--- config.mk ---
export PLATFORM = sky130hd
export DESIGN_NAME = longest_monotone_subsequence
export DESIGN_NICKNAME = d
export VERILOG_FILES = /design/src/rtl/core/lms_pkg.sv /design/src/rtl/core/lms_tables.sv /design/src/rtl/core/longest_monotone_subsequence.sv
export SDC_FILE = /design/constraint.sdc
export NUM_CORES = 1
export LEC_CHECK = 0
export BUFFER_PORTS_ARGS = -buffer_cell sky130_fd_sc_hd__buf_2
export CORE_MARGIN = 10
export CORE_UTILIZATION = 40
export DETAILED_ROUTE_END_ITERATION = 8
export HOLD_SLACK_MARGIN = 0.03
export PLACE_DENSITY = 0.52
export SLEW_MARGIN = 20
export SYNTH_ARGS = -nofsm -noshare
export SYNTH_HDL_FRONTEND = slang
export SYNTH_HIERARCHICAL = 1
export SYNTH_SLANG_ARGS = --single-unit
export TNS_END_PERCENT = 100
--- constraint.sdc ---
create_clock -name clk -period 22.8 [get_ports clk]
set_input_delay 1.14 -clock clk [delete_from_list [all_inputs] [get_ports clk]]
set_output_delay 1.14 -clock clk [all_outputs]
set_load 0.01 [all_outputs]
--- src/rtl/core/lms_pkg.sv ---
// Shared constants, types and helpers for the longest monotone subsequence block.
`default_nettype none

package lms_pkg;

  localparam int ALPHABET = 26;
  localparam int MAX_LEN  = 1024;

  localparam int SYM_W   = 5;
  localparam int IDX_W   = (ALPHABET > 1) ? $clog2(ALPHABET) : 1;
  localparam int LEN_W   = $clog2(MAX_LEN + 1);
  localparam int IN_W    = ((SYM_W + 7) / 8) * 8;
  localparam int OUT_W   = ((LEN_W + 7) / 8) * 8;

  typedef logic [IDX_W-1:0] idx_t;
  typedef logic [LEN_W-1:0] len_t;

  // One table step as issued by the top level
  typedef struct packed {
    logic step;
    logic last;
    idx_t idx;
  } lms_req_t;

  // Clamp an out-of-alphabet symbol to the top letter
  function automatic idx_t sym_to_idx(input logic [SYM_W-1:0] sym);
    idx_t idx;
    if (int'(sym) >= ALPHABET) begin
      idx = IDX_W'(ALPHABET - 1);
    end else begin
      idx = IDX_W'(sym);
    end
    return idx;
  endfunction

  // Extend a run by one, saturating at the length limit
  function automatic len_t bump(input len_t len);
    len_t res;
    if (int'(len) >= MAX_LEN) begin
      res = LEN_W'(MAX_LEN);
    end else begin
      res = len + LEN_W'(1);
    end
    return res;
  endfunction

endpackage

`default_nettype wire

--- src/rtl/core/lms_tables.sv ---
// Per-symbol prefix and suffix maximum tables for rising and falling runs.
`default_nettype none

module lms_tables (
  input  wire                       clk,
  input  wire                       rst,
  input  wire lms_pkg::lms_req_t    req,
  output lms_pkg::len_t             best_next
);

  // rise_pm[k]: best rising run ending in any symbol <= k
  // fall_sm[k]: best falling run ending in any symbol >= k
  lms_pkg::len_t rise_pm      [lms_pkg::ALPHABET];
  lms_pkg::len_t fall_sm      [lms_pkg::ALPHABET];
  lms_pkg::len_t rise_pm_next [lms_pkg::ALPHABET];
  lms_pkg::len_t fall_sm_next [lms_pkg::ALPHABET];
  lms_pkg::len_t rise_len;
  lms_pkg::len_t fall_len;
  lms_pkg::len_t rise_top;
  lms_pkg::len_t fall_top;

  always_comb begin
    rise_len = lms_pkg::bump(rise_pm[req.idx]);
    fall_len = lms_pkg::bump(fall_sm[req.idx]);
    for (int k = 0; k < lms_pkg::ALPHABET; k++) begin
      if (k >= int'(req.idx) && rise_len > rise_pm[k]) begin
        rise_pm_next[k] = rise_len;
      end else begin
        rise_pm_next[k] = rise_pm[k];
      end
      if (k <= int'(req.idx) && fall_len > fall_sm[k]) begin
        fall_sm_next[k] = fall_len;
      end else begin
        fall_sm_next[k] = fall_sm[k];
      end
    end
    rise_top  = rise_pm_next[lms_pkg::ALPHABET-1];
    fall_top  = fall_sm_next[0];
    best_next = (rise_top > fall_top) ? rise_top : fall_top;
  end

  always_ff @(posedge clk) begin
    if (rst || (req.step && req.last)) begin
      for (int k = 0; k < lms_pkg::ALPHABET; k++) begin
        rise_pm[k] <= '0;
        fall_sm[k] <= '0;
      end
    end else if (req.step) begin
      for (int k = 0; k < lms_pkg::ALPHABET; k++) begin
        rise_pm[k] <= rise_pm_next[k];
        fall_sm[k] <= fall_sm_next[k];
      end
    end
  end

endmodule

`default_nettype wire

--- src/rtl/core/longest_monotone_subsequence.sv ---
// Top level: stream wrapper around the monotone run tables.
// Flow: a symbol request is registered, then folded into the tables; a last
//   request also loads its result into the result register.
// Throughput: one request per cycle, but a last symbol stalls on a held result.
// Reset: rst (synchronous, active high) clears all tables and both valid flags.
`default_nettype none

module longest_monotone_subsequence (
  input  wire                         clk,
  input  wire                         rst,
  input  wire                         s_tvalid,
  output logic                        s_tready,
  input  wire  [lms_pkg::IN_W-1:0]    s_tdata,   // [4:0] symbol, rest zero
  input  wire                         s_tlast,   // last_symbol
  output logic                        m_tvalid,
  input  wire                         m_tready,
  output logic [lms_pkg::OUT_W-1:0]   m_tdata    // [10:0] best_length, rest zero
);

  // Input register: holds one symbol request until the tables take it
  logic                          in_valid;
  logic                          in_last;
  logic [lms_pkg::SYM_W-1:0]     in_sym;

  // Result register
  logic                          out_valid;
  lms_pkg::len_t                 out_len;

  lms_pkg::lms_req_t             req;
  lms_pkg::len_t                 best_next;
  logic                          step;

  // A plain symbol always folds in; a last symbol also needs room in the
  // result register (free, or draining this cycle).
  assign step     = in_valid && (!in_last || !out_valid || m_tready);
  assign s_tready = !in_valid || step;

  assign req.step = step;
  assign req.last = in_last;
  assign req.idx  = lms_pkg::sym_to_idx(in_sym);

  lms_tables u_tables (
    .clk       (clk),
    .rst       (rst),
    .req       (req),
    .best_next (best_next)
  );

  always_ff @(posedge clk) begin
    if (rst) begin
      in_valid <= 1'b0;
    end else if (s_tready) begin
      in_valid <= s_tvalid;
    end
  end

  always_ff @(posedge clk) begin
    if (s_tvalid && s_tready) begin
      in_sym  <= s_tdata[lms_pkg::SYM_W-1:0];
      in_last <= s_tlast;
    end
  end

  // Load the string's best length on its last symbol; drop it once taken
  always_ff @(posedge clk) begin
    if (rst) begin
      out_valid <= 1'b0;
    end else if (step && in_last) begin
      out_valid <= 1'b1;
    end else if (m_tready) begin
      out_valid <= 1'b0;
    end
  end

  always_ff @(posedge clk) begin
    if (step && in_last) begin
      out_len <= best_next;
    end
  end

  assign m_tvalid = out_valid;
  assign m_tdata  = lms_pkg::OUT_W'(out_len);

  // A finished string always reaches the result register
  a_last_loads: assert property (@(posedge clk) disable iff (rst)
    step && in_last |=> out_valid)
    else $error("last symbol did not load a result");

  // A stalled request in the input register is never overwritten
  a_in_hold: assert property (@(posedge clk) disable iff (rst)
    in_valid && !step |=> in_valid && $stable(in_sym) && $stable(in_last))
    else $error("pending symbol request lost");

  // Any delivered length is at least one and within the limit
  a_len_range: assert property (@(posedge clk) disable iff (rst)
    out_valid |-> (out_len != '0) && (int'(out_len) <= lms_pkg::MAX_LEN))
    else $error("best length out of range");

  // A last symbol never folds in while an untaken result sits in the register
  a_no_clobber: assert property (@(posedge clk) disable iff (rst)
    step && in_last && out_valid |-> m_tready)
    else $error("result overwritten before delivery");

endmodule

`default_nettype wire
==> results.md <==
Hold path:
- The path class of the tightest hold or removal check is reg -> reg.

Routing:
- The count of vias placed by the detailed router is around 28000.
- The per-cell via count in the routed design is about 5.8.
- The post-route met1 wirelength is 58700 microns.
- The number of nets with antenna violations after routing is 0.
- Summed over all layers, the routed wires come to 125000 microns.
- The detailed route wirelength on metal3 is 7700 microns.
- Dividing the detail-routed wire length by the instance count gives 25.9 microns.
- The count of routing violations after the opening detailed-route iteration is 2426.
- The post-detailed-route DRC marker count is 0.
- The uppermost layer routed is met4.
- Wire segments on met2 add up to 55500 microns in the final route.
- The detailed-router iteration count before antenna repair is 6.

Cells and area:
- Summing all flip-flop and latch instances after layout gives between 0.015 and 0.02 sq mm.
- The count of filler cells inserted in the layout is 9268.
- The post-synthesis to final-layout area growth is 10.7%.
- With fillers left out, the area of the finished cells amounts to 0.0440 sq mm.
- Cells with a size suffix above 1 make up 12.3% of the layout.
- The multi-input combinational cell area is 0.0197 sq mm.
- The net count reported at finish is 4047.

Global route:
- Entering global routing, the biggest net connects 96 pins.
- The global-route usage over all layers is between 20% and 30%.
- The residual overflow from global routing is 0.
- The first global-routing pass estimated 183000 microns of wire.
- The initial antenna violation count is 0.
- The via count of the first global-routing pass is 27100.

Logic synthesis:
- The part of the Yosys area used for sequential elements is 44.6%.
- Each instance of the synthesized netlist takes up on average 11.7 sq um.
- The share of synthesized flip-flops with an asynchronous set or reset is 0%.
- The synthesized cell area is 0.0397 sq mm.
- Yosys printed 6 warnings.
- The most used flip-flop cell after synthesis is sky130_fd_sc_hd__edfxtp_1.
- Synthesis instantiated 90 different standard cells from the library.
- The synthesized design contains 591 register bits.
- In this run, synthesis inferred ~600 flip-flops with an integrated enable.
- The synthesized instance count is 3396.

Clock network:
- The deepest clock path buffer count is 3.
- CTS placed an instance of sky130_fd_sc_hd__clkbuf_16 at the clock tree root.
- In this run, CTS created clock tree buffers numbering 70.
- The clock insertion delay at the later pin of the skew report is 0.64 ns.
- The hold buffer count at CTS is 0.
- Gates resized during post-CTS repair numbered 0.
- CTS built an H-tree with a depth of 3.
- TritonCTS built the clock tree.
- The total clock sinks is 591.
- The count of buffers added by post-CTS timing repair for setup is 0.
- The clock-pin slew on the worst setup and hold paths is 0.06 ns.

Setup path:
- The number of buffers and inverters on the critical path is 6.
- STA classifies the critical path endpoint as a flip-flop.
- In this run the worst path has a maximum fanout of 43.
- The critical path required time is 23.17 ns.
- The most numerous cell on the critical path is sky130_fd_sc_hd__buf_4.
- STA classifies the critical path startpoint as a flip-flop.
- Among all stages on the critical path, the largest delay is contributed by sky130_fd_sc_hd__xnor2_1.
- For this run, the slowest stage of the critical path takes 0.70 ns.
- In this design, the largest share of critical-path delay is due to compound AO/OA/AOI/OAI gates.
- The arrival time of data at the critical path endpoint is 11.09 ns.
- The path type of the worst setup path is reg -> reg.

Place:
- The count of buffers added on input and output ports is 22.
- The post-DP HPWL is 87400 microns.
- The weighted congestion at the end of routability-driven global placement is 0.893.
- Summing all placed instances gives a cell area of 0.0417 sq mm.

STA:
- Setup repair after global routing left no endpoint under its margin.
- The slew at the pin closest to its max-slew limit is 1.17 ns.
- The final-report max-slew violation count is 0.
- The max-slew headroom at the worst pin is ~22%.
- The portion of the clock cycle consumed by the worst path in the final layout is between 40% and 50%.
- Clock skew on the completed layout was measured at 0.0271 ns.
- The time the final worst path needs with I/O delays and setup is 10.73 ns.
- The post-route setup TNS is 0 ns.
- Static timing analysis puts the maximum clock frequency at 0.0932 GHz.
- The setup violation total in the final timing report is 0.
- The number of hold violations in the final report is 0.

Floorplanning:
- The initial utilization of the core area, before any placement, comes to between 40% and 50%.
- The initialized floorplan defines approximately 120 standard-cell rows.
- The core region is 0.0984 sq mm.
- In this run the count of I/O pins placed on the die edge is 31.
- The vertical die dimension is 335 microns.
- The full die area is 0.112 sq mm.
- The chip width is 335 microns.

Outcome:
- The flow ran to the end, and the final reports show no timing, DRC or antenna violations.

Pwr:
- VDD sags by at most ~0.000055 V.
- Power spread over the standard cell area amounts to 103 mW/mm^2.
- Summed over all cells, the static leakage comes to 18.4 nW.

Run:
- The max-capacitance violation count is 0.
==> Yosys cell counts (9+ instances only) <==
master / instances / area [sq um]
sky130_fd_sc_hd__edfxtp_1: 589 / 17700
sky130_fd_sc_hd__ha_1: 561 / 7020
sky130_fd_sc_hd__inv_1: 523 / 1960
sky130_fd_sc_hd__o21a_1: 216 / 1620
sky130_fd_sc_hd__nor2_1: 165 / 619
sky130_fd_sc_hd__mux4_2: 120 / 2700
sky130_fd_sc_hd__a21oi_1: 116 / 581
sky130_fd_sc_hd__nor3_1: 99 / 495
sky130_fd_sc_hd__nand4_1: 94 / 588
sky130_fd_sc_hd__nand2_1: 91 / 342
sky130_fd_sc_hd__o21ai_0: 85 / 425
sky130_fd_sc_hd__mux2i_1: 76 / 761
sky130_fd_sc_hd__nor2b_1: 70 / 438
sky130_fd_sc_hd__nand3_1: 59 / 295
sky130_fd_sc_hd__a21o_1: 46 / 345
sky130_fd_sc_hd__clkbuf_1: 38 / 143
sky130_fd_sc_hd__xnor2_1: 32 / 280
sky130_fd_sc_hd__nand2b_1: 31 / 194
sky130_fd_sc_hd__buf_4: 27 / 203
sky130_fd_sc_hd__mux2_2: 24 / 270
sky130_fd_sc_hd__o211ai_1: 21 / 158
sky130_fd_sc_hd__o41a_1: 18 / 203
sky130_fd_sc_hd__a31oi_1: 17 / 106
sky130_fd_sc_hd__buf_6: 17 / 191
sky130_fd_sc_hd__o31ai_1: 17 / 128
sky130_fd_sc_hd__nor4_1: 16 / 100
sky130_fd_sc_hd__a22oi_1: 14 / 105
sky130_fd_sc_hd__buf_2: 14 / 70.1
sky130_fd_sc_hd__a211oi_1: 13 / 97.6
sky130_fd_sc_hd__or4_1: 11 / 82.6
sky130_fd_sc_hd__a41o_1: 10 / 100
sky130_fd_sc_hd__a22o_1: 9 / 78.8
sky130_fd_sc_hd__and2_1: 9 / 56.3
sky130_fd_sc_hd__and3_1: 9 / 56.3
sky130_fd_sc_hd__buf_1: 9 / 33.8
==> power by group <==
| group | switching (mW) | internal [mW] | leakage [nW] |
|---|---|---|---|
| Sequential | 0.115 | 1.44 | 6.07 |
| Clock | 0.462 | 0.660 | 1.08 |
| Combinational | 1.09 | 0.749 | 11.2 |
==> cells in the final DEF, fill, tap and decap left out, types with 13 or more instances in the layout <==
cell type and count:
sky130_fd_sc_hd__a21o_1 45, sky130_fd_sc_hd__a21oi_1 107, sky130_fd_sc_hd__a22oi_1 14, sky130_fd_sc_hd__a31oi_1 17
sky130_fd_sc_hd__buf_2 22, sky130_fd_sc_hd__buf_4 86, sky130_fd_sc_hd__clkbuf_1 13, sky130_fd_sc_hd__clkbuf_16 73
sky130_fd_sc_hd__clkinv_1 16, sky130_fd_sc_hd__clkinv_2 13, sky130_fd_sc_hd__edfxtp_1 589, sky130_fd_sc_hd__ha_1 561
sky130_fd_sc_hd__inv_1 523, sky130_fd_sc_hd__mux2_2 24, sky130_fd_sc_hd__mux2i_1 75, sky130_fd_sc_hd__mux4_2 120
sky130_fd_sc_hd__nand2_1 89, sky130_fd_sc_hd__nand2b_1 31, sky130_fd_sc_hd__nand3_1 59, sky130_fd_sc_hd__nand4_1 94
sky130_fd_sc_hd__nor2_1 153, sky130_fd_sc_hd__nor2b_1 70, sky130_fd_sc_hd__nor3_1 88, sky130_fd_sc_hd__nor4_1 15
sky130_fd_sc_hd__o211ai_1 21, sky130_fd_sc_hd__o21a_1 216, sky130_fd_sc_hd__o21ai_0 84, sky130_fd_sc_hd__o31ai_1 15
sky130_fd_sc_hd__o41a_1 18, sky130_fd_sc_hd__xnor2_1 32
==> per-stage QoR <==
step                      power, mW  hold WS (ns)  worst slack, ns  cells  util [%]
after floorplan                2.80         0.496            14.45   3400         -
after global placement         3.38         0.519            12.33   4688      42.4
after detailed placement       3.40         0.531            12.21   4688      42.4
after CTS                      4.53         0.540            12.01   4810      44.6
after global routing           4.82         0.572            11.28   4810      44.7
final                          4.51         0.530            12.07   4811      44.7
==> cell families (layout without fill, tap and decap cells) <==
logic type               after synthesis  after routing  synth area share, %
AO/OA/AOI/OAI                        660            660                 11.7
XOR/XNOR                              36             36                0.794
adder cells (fa/ha/maj)              568            568                 17.9
buffers and inverters                636            759                 6.74
flip-flops                           591            591                 44.6
multiplexers                         222            222                 9.47
other                                  1              6              0.00944
AND/OR/NAND/NOR                      682            682                 8.81
==> worst paths after layout <==
path | end | startpoint | cells past startpoint | slack (ns)
max | out_len[0] | in_sym[4] | 34 | 12.07
min | m_tvalid | m_tvalid | 2 | 0.53
max reg2reg | out_len[0] | in_sym[4] | 34 | 12.07
min reg2reg | m_tvalid | m_tvalid | 2 | 0.53
==> area by class of cell <==
type | instances | area share (%)
multi-input combinational | 2173 | 44.7
sequential | 591 | 40.3
inverter | 528 | 4.51
clock buffer | 86 | 4.26
tap | 1287 | 3.66
timing repair buffer | 109 | 1.76
clock inverter | 36 | 0.777
antenna | 1 | 0.00569
==> registers in the layout, summed over array words and instances (netlist names) <==
register,flops
in_last,1
in_sym,5
in_valid,1
m_tvalid,1
out_len,11
u_tables/fall_sm,286
u_tables/rise_pm,286
==> layer usage <==
| metal | vias up | GRT usage (%) |
|---|---|---|
| met2 | 881 | 34.1 |
| met4 | 0 | 6.05 |
| met1 | 13800 | 31.9 |
| met3 | 132 | 2.84 |
| met5 | - | 0 |
| li1 | 12800 | - |
==> worst min-delay path, cell delays in order (launching register included) <==
cell and delay [ns]:
sky130_fd_sc_hd__dfxtp_1 0.35, sky130_fd_sc_hd__nand2b_1 0.08, sky130_fd_sc_hd__a21oi_1 0.05
(Power assumes the default switching activity.)
